## src/rtl/core/sorted_timer_tick_expiry_unit_defines.svh

```systemverilog
// Assertion macros for the sorted timer tick expiry unit.
// No dependencies; included by the top level only.
`ifndef SORTED_TIMER_TICK_EXPIRY_UNIT_DEFINES_SVH
`define SORTED_TIMER_TICK_EXPIRY_UNIT_DEFINES_SVH
`ifndef SYNTHESIS
`define STTE_ASSERT_IMPL(lbl, clk, rst_n, ante, cons) \
    lbl: assert property (@(posedge clk) disable iff (!rst_n) (ante) |-> (cons)) \
        else $error("implication check failed");
`define STTE_ASSERT_NEXT(lbl, clk, rst_n, ante, cons) \
    lbl: assert property (@(posedge clk) disable iff (!rst_n) (ante) |=> (cons)) \
        else $error("next-cycle check failed");
`else
`define STTE_ASSERT_IMPL(lbl, clk, rst_n, ante, cons)
`define STTE_ASSERT_NEXT(lbl, clk, rst_n, ante, cons)
`endif
`endif

```

## src/rtl/core/stte_pkg.sv

```systemverilog
// Shared types and constants for the sorted timer tick expiry unit.
// No dependencies.
`timescale 1ns / 1ps
package stte_pkg;

    localparam int DEF_MAX_TIMERS = 16;
    localparam int MAX_RESULTS    = 16;
    localparam int RES_CNT_W      = $clog2(MAX_RESULTS + 1);
    localparam int TICK_W         = 32;
    localparam int MSG_W          = 16;
    localparam int QUEUE_W        = 4;
    localparam int KIND_W         = 2;

    localparam logic [TICK_W-1:0] NO_DEADLINE = 32'hffff_ffff;

    localparam logic OP_TICK = 1'b0;
    localparam logic OP_ARM  = 1'b1;

    localparam logic [KIND_W-1:0] KIND_EXPIRY   = 2'd0;
    localparam logic [KIND_W-1:0] KIND_ARM_OK   = 2'd1;
    localparam logic [KIND_W-1:0] KIND_ARM_FULL = 2'd2;

    typedef struct packed {
        logic [TICK_W-1:0]  deadline;
        logic [MSG_W-1:0]   message;
        logic [QUEUE_W-1:0] queue_id;
    } t_entry;

    typedef enum logic [2:0] {
        S_IDLE,
        S_TICK_CHK,
        S_EXP_RD,
        S_EXP_CHK,
        S_INS_RD,
        S_INS_CHK,
        S_ARM_OK,
        S_ARM_FULL
    } t_state;

    // controller -> datapath
    typedef struct packed {
        logic accept_tick;
        logic accept_arm;
        logic rd_ins;
        logic exp_take;
        logic exp_done;
        logic ins_shift;
        logic ins_place;
        logic emit_ok;
        logic emit_full;
    } t_cmd;

    // datapath -> controller
    typedef struct packed {
        logic full;
        logic tick_pass;
        logic due;
        logic pend_valid;
        logic out_free;
        logic shift_more;
    } t_sts;

endpackage

```

## src/rtl/core/sorted_timer_tick_expiry_unit.sv

```systemverilog
// Top level of the sorted timer tick expiry unit.
// Depends on stte_pkg, stte_ctrl, stte_dp and the assertion macro header.
`timescale 1ns / 1ps
`include "sorted_timer_tick_expiry_unit_defines.svh"
// Usage:
//   Input channel (i_in_valid / o_in_ready) takes one word: a tick
//   (opcode 0) or an arm request (opcode 1) with deadline, message, queue.
//   Output channel (o_out_valid / i_out_ready) returns result words; o_last
//   marks the final word caused by one input word. A tick with nothing due
//   returns no word.
//   One input word is processed at a time; o_in_ready is high only while idle.
//   A tick with nothing due ends after the tick check. A tick with expiries
//   walks the table, reading each entry from the timer memory (registered
//   read port) and then checking it. An arm moves each later-deadline timer
//   one slot back, one memory read and one write per moved entry.
//   Full table: an arm is answered with kind 2.
//   Results pass through a one-word output register; while the receiver
//   stalls, the expiry walk holds its place and no word is lost.
//   Reset clears the tick count, the timer count and the nearest deadline
//   (all ones); the timer memory needs no clearing.
module sorted_timer_tick_expiry_unit #(
    parameter int MAX_TIMERS = stte_pkg::DEF_MAX_TIMERS
) (
    input  logic                            i_clk,
    input  logic                            i_rst_n,
    input  logic                            i_in_valid,
    output logic                            o_in_ready,
    input  logic                            i_opcode,
    input  logic [stte_pkg::TICK_W-1:0]     i_deadline,
    input  logic [stte_pkg::MSG_W-1:0]      i_message,
    input  logic [stte_pkg::QUEUE_W-1:0]    i_queue_id,
    output logic                            o_out_valid,
    input  logic                            i_out_ready,
    output logic [stte_pkg::KIND_W-1:0]     o_kind,
    output logic [stte_pkg::QUEUE_W-1:0]    o_dest_queue,
    output logic [stte_pkg::MSG_W-1:0]      o_payload,
    output logic                            o_last
);
    import stte_pkg::*;

    t_cmd cmd;
    t_sts sts;

    stte_ctrl u_ctrl (
        .i_clk      (i_clk),
        .i_rst_n    (i_rst_n),
        .i_in_valid (i_in_valid),
        .i_opcode   (i_opcode),
        .o_in_ready (o_in_ready),
        .i_sts      (sts),
        .o_cmd      (cmd)
    );

    stte_dp #(
        .MAX_TIMERS (MAX_TIMERS)
    ) u_dp (
        .i_clk        (i_clk),
        .i_rst_n      (i_rst_n),
        .i_deadline   (i_deadline),
        .i_message    (i_message),
        .i_queue_id   (i_queue_id),
        .i_cmd        (cmd),
        .o_sts        (sts),
        .o_out_valid  (o_out_valid),
        .i_out_ready  (i_out_ready),
        .o_kind       (o_kind),
        .o_dest_queue (o_dest_queue),
        .o_payload    (o_payload),
        .o_last       (o_last)
    );

    `STTE_ASSERT_IMPL(a_arm_word_last, i_clk, i_rst_n, o_out_valid && (o_kind != KIND_EXPIRY), o_last)
    `STTE_ASSERT_IMPL(a_no_insert_full, i_clk, i_rst_n, cmd.ins_place, !sts.full)
    `STTE_ASSERT_IMPL(a_take_needs_room, i_clk, i_rst_n, cmd.exp_take && sts.pend_valid, sts.out_free)

endmodule

```

## src/rtl/core/stte_ctrl.sv

```systemverilog
// Sequencing state machine for the sorted timer tick expiry unit.
// Depends on stte_pkg; drives the datapath through t_cmd.
`timescale 1ns / 1ps
module stte_ctrl (
    input  logic            i_clk,
    input  logic            i_rst_n,
    input  logic            i_in_valid,
    input  logic            i_opcode,
    output logic            o_in_ready,
    input  stte_pkg::t_sts  i_sts,
    output stte_pkg::t_cmd  o_cmd
);
    import stte_pkg::*;

    t_state r_state;
    t_state n_state;

    always_ff @(posedge i_clk) begin
        if (!i_rst_n) begin
            r_state <= S_IDLE;
        end else begin
            r_state <= n_state;
        end
    end

    always_comb begin
        n_state    = r_state;
        o_cmd      = '0;
        o_in_ready = 1'b0;
        case (r_state)
            S_IDLE: begin
                o_in_ready = 1'b1;
                if (i_in_valid) begin
                    if (i_opcode == OP_ARM) begin
                        if (i_sts.full) begin
                            n_state = S_ARM_FULL;
                        end else begin
                            o_cmd.accept_arm = 1'b1;
                            n_state          = S_INS_RD;
                        end
                    end else begin
                        o_cmd.accept_tick = 1'b1;
                        n_state           = S_TICK_CHK;
                    end
                end
            end
            S_TICK_CHK: begin
                n_state = i_sts.tick_pass ? S_IDLE : S_EXP_RD;
            end
            S_EXP_RD: begin
                n_state = S_EXP_CHK;
            end
            S_EXP_CHK: begin
                // a held word goes out only once the next entry shows whether it is last
                if (!i_sts.pend_valid || i_sts.out_free) begin
                    if (i_sts.due) begin
                        o_cmd.exp_take = 1'b1;
                        n_state        = S_EXP_RD;
                    end else begin
                        o_cmd.exp_done = 1'b1;
                        n_state        = S_IDLE;
                    end
                end
            end
            S_INS_RD: begin
                o_cmd.rd_ins = 1'b1;
                n_state      = S_INS_CHK;
            end
            S_INS_CHK: begin
                if (i_sts.shift_more) begin
                    o_cmd.ins_shift = 1'b1;
                    n_state         = S_INS_RD;
                end else begin
                    o_cmd.ins_place = 1'b1;
                    n_state         = S_ARM_OK;
                end
            end
            S_ARM_OK: begin
                if (i_sts.out_free) begin
                    o_cmd.emit_ok = 1'b1;
                    n_state       = S_IDLE;
                end
            end
            S_ARM_FULL: begin
                if (i_sts.out_free) begin
                    o_cmd.emit_full = 1'b1;
                    n_state         = S_IDLE;
                end
            end
            default: begin
                n_state = S_IDLE;
            end
        endcase
    end

endmodule

```

## src/rtl/core/stte_dp.sv

```systemverilog
// Datapath: tick count, circular timer memory, pending and output words.
// Depends on stte_pkg; controlled by stte_ctrl through t_cmd.
`timescale 1ns / 1ps
module stte_dp #(
    parameter int MAX_TIMERS = stte_pkg::DEF_MAX_TIMERS
) (
    input  logic                            i_clk,
    input  logic                            i_rst_n,
    input  logic [stte_pkg::TICK_W-1:0]     i_deadline,
    input  logic [stte_pkg::MSG_W-1:0]      i_message,
    input  logic [stte_pkg::QUEUE_W-1:0]    i_queue_id,
    input  stte_pkg::t_cmd                  i_cmd,
    output stte_pkg::t_sts                  o_sts,
    output logic                            o_out_valid,
    input  logic                            i_out_ready,
    output logic [stte_pkg::KIND_W-1:0]     o_kind,
    output logic [stte_pkg::QUEUE_W-1:0]    o_dest_queue,
    output logic [stte_pkg::MSG_W-1:0]      o_payload,
    output logic                            o_last
);
    import stte_pkg::*;

    localparam int IW = (MAX_TIMERS > 1) ? $clog2(MAX_TIMERS) : 1;
    localparam int CW = $clog2(MAX_TIMERS + 1);
    localparam logic [IW:0]   MAX_L    = (IW+1)'(MAX_TIMERS);
    localparam logic [IW-1:0] LAST_IDX = IW'(MAX_TIMERS - 1);
    localparam logic [CW-1:0] MAX_C    = CW'(MAX_TIMERS);
    localparam logic [RES_CNT_W-1:0] RES_LIM = RES_CNT_W'(MAX_RESULTS);

    t_entry mem [MAX_TIMERS];

    logic [TICK_W-1:0]    r_tick;
    logic [TICK_W-1:0]    r_next;
    logic [CW-1:0]        r_active;
    logic [IW-1:0]        r_head;
    logic [IW-1:0]        r_j;
    logic [RES_CNT_W-1:0] r_n;
    t_entry               r_arg;
    t_entry               r_rd;
    logic                 r_pend_valid;
    t_entry               r_pend;
    logic                 r_out_valid;
    logic [KIND_W-1:0]    r_kind;
    logic [QUEUE_W-1:0]   r_queue;
    logic [MSG_W-1:0]     r_payload;
    logic                 r_last;

    logic [IW-1:0] rd_addr;
    logic [IW-1:0] wr_addr;
    logic          wr_en;
    t_entry        wr_data;
    logic          out_free;
    logic          out_load;
    logic          due;

    // logical slot to memory address, head-relative with wrap
    function automatic logic [IW-1:0] phys(input logic [IW-1:0] head,
                                           input logic [IW-1:0] slot);
        logic [IW:0] sum;
        sum = {1'b0, head} + {1'b0, slot};
        if (sum >= MAX_L) begin
            sum = sum - MAX_L;
        end
        return sum[IW-1:0];
    endfunction

    assign out_free = !r_out_valid || i_out_ready;
    assign out_load = ((i_cmd.exp_take || i_cmd.exp_done) && r_pend_valid) ||
                      i_cmd.emit_ok || i_cmd.emit_full;
    assign due      = (r_active != '0) && (r_n < RES_LIM) && (r_rd.deadline <= r_tick);
    assign rd_addr  = i_cmd.rd_ins ? phys(r_head, r_j - 1'b1) : r_head;
    assign wr_addr  = phys(r_head, r_j);
    assign wr_en    = i_cmd.ins_shift || i_cmd.ins_place;
    assign wr_data  = i_cmd.ins_shift ? r_rd : r_arg;

    always_comb begin
        o_sts            = '0;
        o_sts.full       = (r_active == MAX_C);
        o_sts.tick_pass  = (r_next > r_tick);
        o_sts.due        = due;
        o_sts.pend_valid = r_pend_valid;
        o_sts.out_free   = out_free;
        o_sts.shift_more = (r_j != '0) && (r_rd.deadline > r_arg.deadline);
    end

    always_ff @(posedge i_clk) begin
        if (wr_en) begin
            mem[wr_addr] <= wr_data;
        end
        r_rd <= mem[rd_addr];
    end

    always_ff @(posedge i_clk) begin
        if (!i_rst_n) begin
            r_tick       <= '0;
            r_next       <= NO_DEADLINE;
            r_active     <= '0;
            r_head       <= '0;
            r_j          <= '0;
            r_n          <= '0;
            r_pend_valid <= 1'b0;
            r_out_valid  <= 1'b0;
        end else begin
            if (out_load) begin
                r_out_valid <= 1'b1;
            end else if (i_out_ready) begin
                r_out_valid <= 1'b0;
            end
            if (i_cmd.accept_tick) begin
                r_tick       <= r_tick + 1'b1;
                r_n          <= '0;
                r_pend_valid <= 1'b0;
            end
            if (i_cmd.accept_arm) begin
                r_j <= r_active[IW-1:0];
            end
            if (i_cmd.exp_take) begin
                r_pend_valid <= 1'b1;
                r_head       <= (r_head == LAST_IDX) ? '0 : r_head + 1'b1;
                r_active     <= r_active - 1'b1;
                r_n          <= r_n + 1'b1;
            end
            if (i_cmd.exp_done) begin
                r_pend_valid <= 1'b0;
                r_next       <= (r_active != '0) ? r_rd.deadline : NO_DEADLINE;
            end
            if (i_cmd.ins_shift) begin
                r_j <= r_j - 1'b1;
            end
            if (i_cmd.ins_place) begin
                r_active <= r_active + 1'b1;
                if (r_j == '0) begin
                    r_next <= r_arg.deadline;
                end
            end
        end
    end

    // payload registers, no reset
    always_ff @(posedge i_clk) begin
        if (i_cmd.accept_arm) begin
            r_arg.deadline <= i_deadline;
            r_arg.message  <= i_message;
            r_arg.queue_id <= i_queue_id;
        end
        if (i_cmd.exp_take) begin
            r_pend <= r_rd;
        end
        if ((i_cmd.exp_take || i_cmd.exp_done) && r_pend_valid) begin
            r_kind    <= KIND_EXPIRY;
            r_queue   <= r_pend.queue_id;
            r_payload <= r_pend.message;
            r_last    <= i_cmd.exp_done;
        end
        if (i_cmd.emit_ok || i_cmd.emit_full) begin
            r_kind    <= i_cmd.emit_ok ? KIND_ARM_OK : KIND_ARM_FULL;
            r_queue   <= '0;
            r_payload <= '0;
            r_last    <= 1'b1;
        end
    end

    assign o_out_valid  = r_out_valid;
    assign o_kind       = r_kind;
    assign o_dest_queue = r_queue;
    assign o_payload    = r_payload;
    assign o_last       = r_last;

endmodule

```

## config.mk

```make
export PLATFORM = sky130hd
export DESIGN_NAME = sorted_timer_tick_expiry_unit
export DESIGN_NICKNAME = d
export VERILOG_FILES = /design/src/rtl/core/stte_pkg.sv /design/src/rtl/core/sorted_timer_tick_expiry_unit.sv /design/src/rtl/core/stte_ctrl.sv /design/src/rtl/core/stte_dp.sv
export VERILOG_INCLUDE_DIRS = /design/src /design/src/rtl/core
export SDC_FILE = /design/constraint.sdc
export NUM_CORES = 2
export LEC_CHECK = 0
export BUFFER_PORTS_ARGS = -buffer_cell sky130_fd_sc_hd__buf_2
export CORE_UTILIZATION = 62
export DETAILED_ROUTE_END_ITERATION = 6
export PLACE_DENSITY = 0.82
export SETUP_SLACK_MARGIN = 0.2
export SLEW_MARGIN = 5
export SYNTH_ARGS = -nofsm -noshare
export SYNTH_HDL_FRONTEND = slang
export SYNTH_HIERARCHICAL = 1
export SYNTH_SLANG_ARGS = --single-unit
```

## constraint.sdc

```tcl
create_clock -name i_clk -period 7.5 [get_ports i_clk]
set_input_delay 0.75 -clock i_clk [delete_from_list [all_inputs] [get_ports i_clk]]
set_output_delay 0.75 -clock i_clk [all_outputs]
set_load 0.02 [all_outputs]
```

==> results <==
- The final route contains 23020 vias.
- The die covers 70280 µm².
- Summed over its instances, the top area cell type makes up 63.39% of the synthesized netlist area.
- The global-route congestion overflow total is 0.
- In the layout the commonest cells are edfxtp_1 (906), mux4_2 (208), dfxtp_1 (160), mux2i_1 (160), nand2_1 (151).
- The clock arrives with 33.81 ps of skew.
- The hold-fix buffer count after cts is 0.
- The final count of pins violating max slew is 0.
- The die is 265.1 µm wide.
- The run finished with clean final reports.
- The category of the most critical setup path is reg2reg.
- The wire-length estimate of the detail-placed layout is 53840 µm.
- Of all flip-flops after synthesis, the portion carrying an async set or reset was 0%.
- The critical path startpoint category is a flip-flop.
- The floorplan has 96 rows.
- Setup violations remaining at the end of the flow were counted as 0.
- After detailed placement, the total cell area comes to 44620 µm².
- The number of vias per cell after detailed routing is 6.471.
- The slew at the pin closest to its max-slew limit is 1279 ps.
- The largest vdd supply drop is 0.1980 mV.
- The path with the worst hold slack has its endpoint at u_dp/r_arg[6].
- The number of detailed-routing iterations run before antenna repair is 5.
- The post-route clock period utilization is 69.15%.
- Along the worst hold path, the cell count comes to 1.
- Synthesis inferred 1066 register bits.
- For this design the ratio of total power to cell area is 268.1 nW/µm².
- The max-capacitance violation count is 0.
- The number of hold-slack violations in the final timing report is 0.
- The root buffer selected by CTS is clkbuf_16.
- The most used flip-flop cell after synthesis is edfxtp_1.
- The critical path data arrival time is 5480 ps.
- The die extent in y is 265.1 µm.
- The final setup TNS is 0 ps.
- The worst register-to-register path has a setup slack of 2310 ps.
- Counting every instance in the synthesized netlist gives 2396.
- In the final layout, the share of cells above drive strength 1 is 21.74%.
- Routability-driven placement finished with a final weighted congestion of 0.8584.
- In this run the remaining antenna-violating nets after routing total 0.
- The initial cell density of the core is 62.58%.
- The path class of the tightest hold or removal check is in2reg.
- The clock period could shrink to 5186 ps.
- CTS saw 1066 sinks.
- The origin of the worst min-delay path is i_message[2].
- The overall power consumption is 12.92 mW.
- In this run the mean area of a mapped cell was 17.91 µm².
- Along the worst path, the maximum fanout reaches 26.
- The first global-routing pass estimated 150000 µm of wire.
- In this run the count of I/O pins placed on the die edge is 82.
- The maximum clock path buffer count is 3.
- The initial antenna violation count is 2.
- The synthesis warning total is 6.
- The number of global-route vias before repair is 24070.
- After clock tree synthesis, the clock-pin slew on the worst setup and hold paths is 60 ps.
- The total DRC errors in the routed layout is 0.
- The largest net degree at the start of global routing is 163.
- The sequential-to-total area share from yosys stat is 70.85%.
- In this run the tightest slew margin relative to its limit is 14.15%.
- Port buffering added 81 buffers.
- The leading area contributor after synthesis is edfxtp_1.
- For this run, the top clock speed supported by timing is 0.1928 GHz.
- The total of cells resized after clock tree synthesis is 0.
- In the post-synthesis netlist, the biggest area contributors are edfxtp_1 (63%), mux4_2 (11%), dfxtp_1 (7.5%).
- The final worst slack is 2314 ps.
- The number of design-rule violations left by the first detailed-router iteration is 2474.
- In this run, synthesis inferred 906 flip-flops with an integrated enable.
- After routing the design area is 48180 µm².
- The core box area is 68590 µm².
- The H-tree generated during clock tree synthesis spans 3 levels.
- The number of distinct library cell variants in the gate-level netlist after synthesis is 64.
- In this run the post-CTS setup repair buffer count came out at 0.
- Data on the critical path is required at its endpoint by 7790 ps.
- Global routing consumed, over all layers together, 29.07% of the routing resources.
- The critical register-to-register path startpoint is u_dp/r_arg[39].
- The later pin in the worst-skew pair is clocked with a latency of 670 ps.
- For this run, the share of the core covered by cells in the final layout is 70.25%.
- Prior to clock tree synthesis, the placed netlist has a worst setup slack of 2488 ps.
- Setup repair after global routing left no endpoint under its margin.
- The net count after synthesis is 2565.
- The routed wire length per instance is 28.15 µm.
- The routed design has 100100 µm of wire.
- The mapped cell area is 42920 µm².
- The leakage component of the power is 16.74 nW.
- The net count of the finished layout is 2703.
- The relative area change from synthesis to final layout is 12.26%.
- The number of diodes added for antenna fixing is 0.
- The most common cell after layout, fill and taps aside is edfxtp_1.
- The depth of the most critical reg-to-reg path is 11.
- The clock tree from TritonCTS is built.
- Buffers inserted during clock tree synthesis total 104.
- STA classifies the critical path endpoint as a flip-flop.
- The worst register-to-register path ends at u_dp/mem[13][14].
-- per-stage QoR --
step	hold slack, ps	std cells
3_5_place_dp	411.0	3359
2_1_floorplan	402.7	2396
5_1_grt	245.0	3557
6_report	258.3	3557
3_3_place_gp	422.3	3359
4_1_cts	229.0	3557
-- flip-flops by register name (all words and copies together), names as in the netlist --
name,count
u_ctrl/r_state,3
u_dp/mem,832
u_dp/o_dest_queue,4
u_dp/o_kind,2
u_dp/o_last,1
u_dp/o_out_valid,1
u_dp/o_payload,16
u_dp/r_active,5
u_dp/r_arg,52
u_dp/r_head,4
u_dp/r_j,4
u_dp/r_n,5
u_dp/r_next,32
u_dp/r_pend,20
u_dp/r_pend_valid,1
u_dp/r_rd,52
u_dp/r_tick,32
-- cell type report --
cell class | instances | area [µm²]
Fill cell | 4013 | 20400
Multi-Input combinational cell | 1142 | 11840
Tap cell | 931 | 1165
Clock inverter | 56 | 610.6
Inverter | 77 | 289.0
Sequential cell | 1066 | 30410
Timing Repair Buffer | 143 | 920.9
Clock buffer | 142 | 2948
-- cells in the mapped netlist (all sizes together) (4+ instances only) --
| master | number |
|---|---|
| buf | 63 |
| edfxtp | 906 |
| a31oi | 6 |
| or3 | 6 |
| a21boi | 5 |
| mux2i | 162 |
| nor3 | 17 |
| xor2 | 7 |
| a221oi | 4 |
| nand2b | 6 |
| nand4 | 29 |
| and4 | 6 |
| a21oi | 67 |
| dfxtp | 160 |
| o21bai | 4 |
| o211ai | 37 |
| mux4 | 208 |
| nand3 | 16 |
| nor2 | 37 |
| clkbuf | 48 |
| inv | 77 |
| ha | 109 |
| o21ai | 58 |
| a21o | 13 |
| xnor2 | 39 |
| nand2 | 151 |
| mux2 | 22 |
| and2 | 34 |
| o22ai | 32 |
| a22oi | 4 |
| nor4 | 7 |
| nor2b | 22 |
| and3 | 7 |
-- report_power, final --
group / switching (mW) / internal [mW]
clock: 2.23 / 3.14
sequential: 0.0920 / 6.52
combinational: 0.526 / 0.405
-- routing by layer --
layer  global-route usage, %  wire, µm
met4                   11.17      3108
met1                   39.22     38300
met3                   4.545      8673
met5                       0        11
met2                   48.24     50050
-- worst max-delay path by stage --
stage	startpoint	endpoint	slack, ps	depth (start not counted)
5_1_grt	u_dp/r_arg[39]	u_dp/mem[13][14]	2250	11
6_report	u_dp/r_arg[39]	u_dp/mem[13][14]	2310	11
2_1_floorplan	u_ctrl/r_state[0]	u_dp/r_j[2]	2010	6
3_5_place_dp	u_dp/r_arg[43]	u_dp/mem[13][1]	2490	11
4_1_cts	u_dp/r_arg[39]	u_dp/mem[13][8]	2390	11
3_3_place_gp	u_dp/r_arg[43]	u_dp/mem[13][3]	2770	11
-- worst max-delay path: stages (launching register included) --
cell and delay, ps:
edfxtp_1 360, inv_1 70, ha_1 320, nand4_1 130
nor4_1 700, o41ai_1 200, a31oi_1 260, nor3b_2 460
nor2_1 190, or3_1 550, nor2_4 990, buf_4 570
-- kinds of logic (layout without fill, tap and decap cells) --
kind of cell               after synthesis  in the layout  share of synthesized area, %
DFF                                   1066           1066                         70.85
and+or+nand+nor                        347            347                         4.055
adders and majority gates              112            112                         3.317
buffers and inverters                  188            418                         2.014
xor gates and xnor gates                46             46                        0.9562
muxes                                  392            392                         15.30
AOI/OAI and AO/OA                      245            245                         3.510
Power figures use the tool's default switching activity.
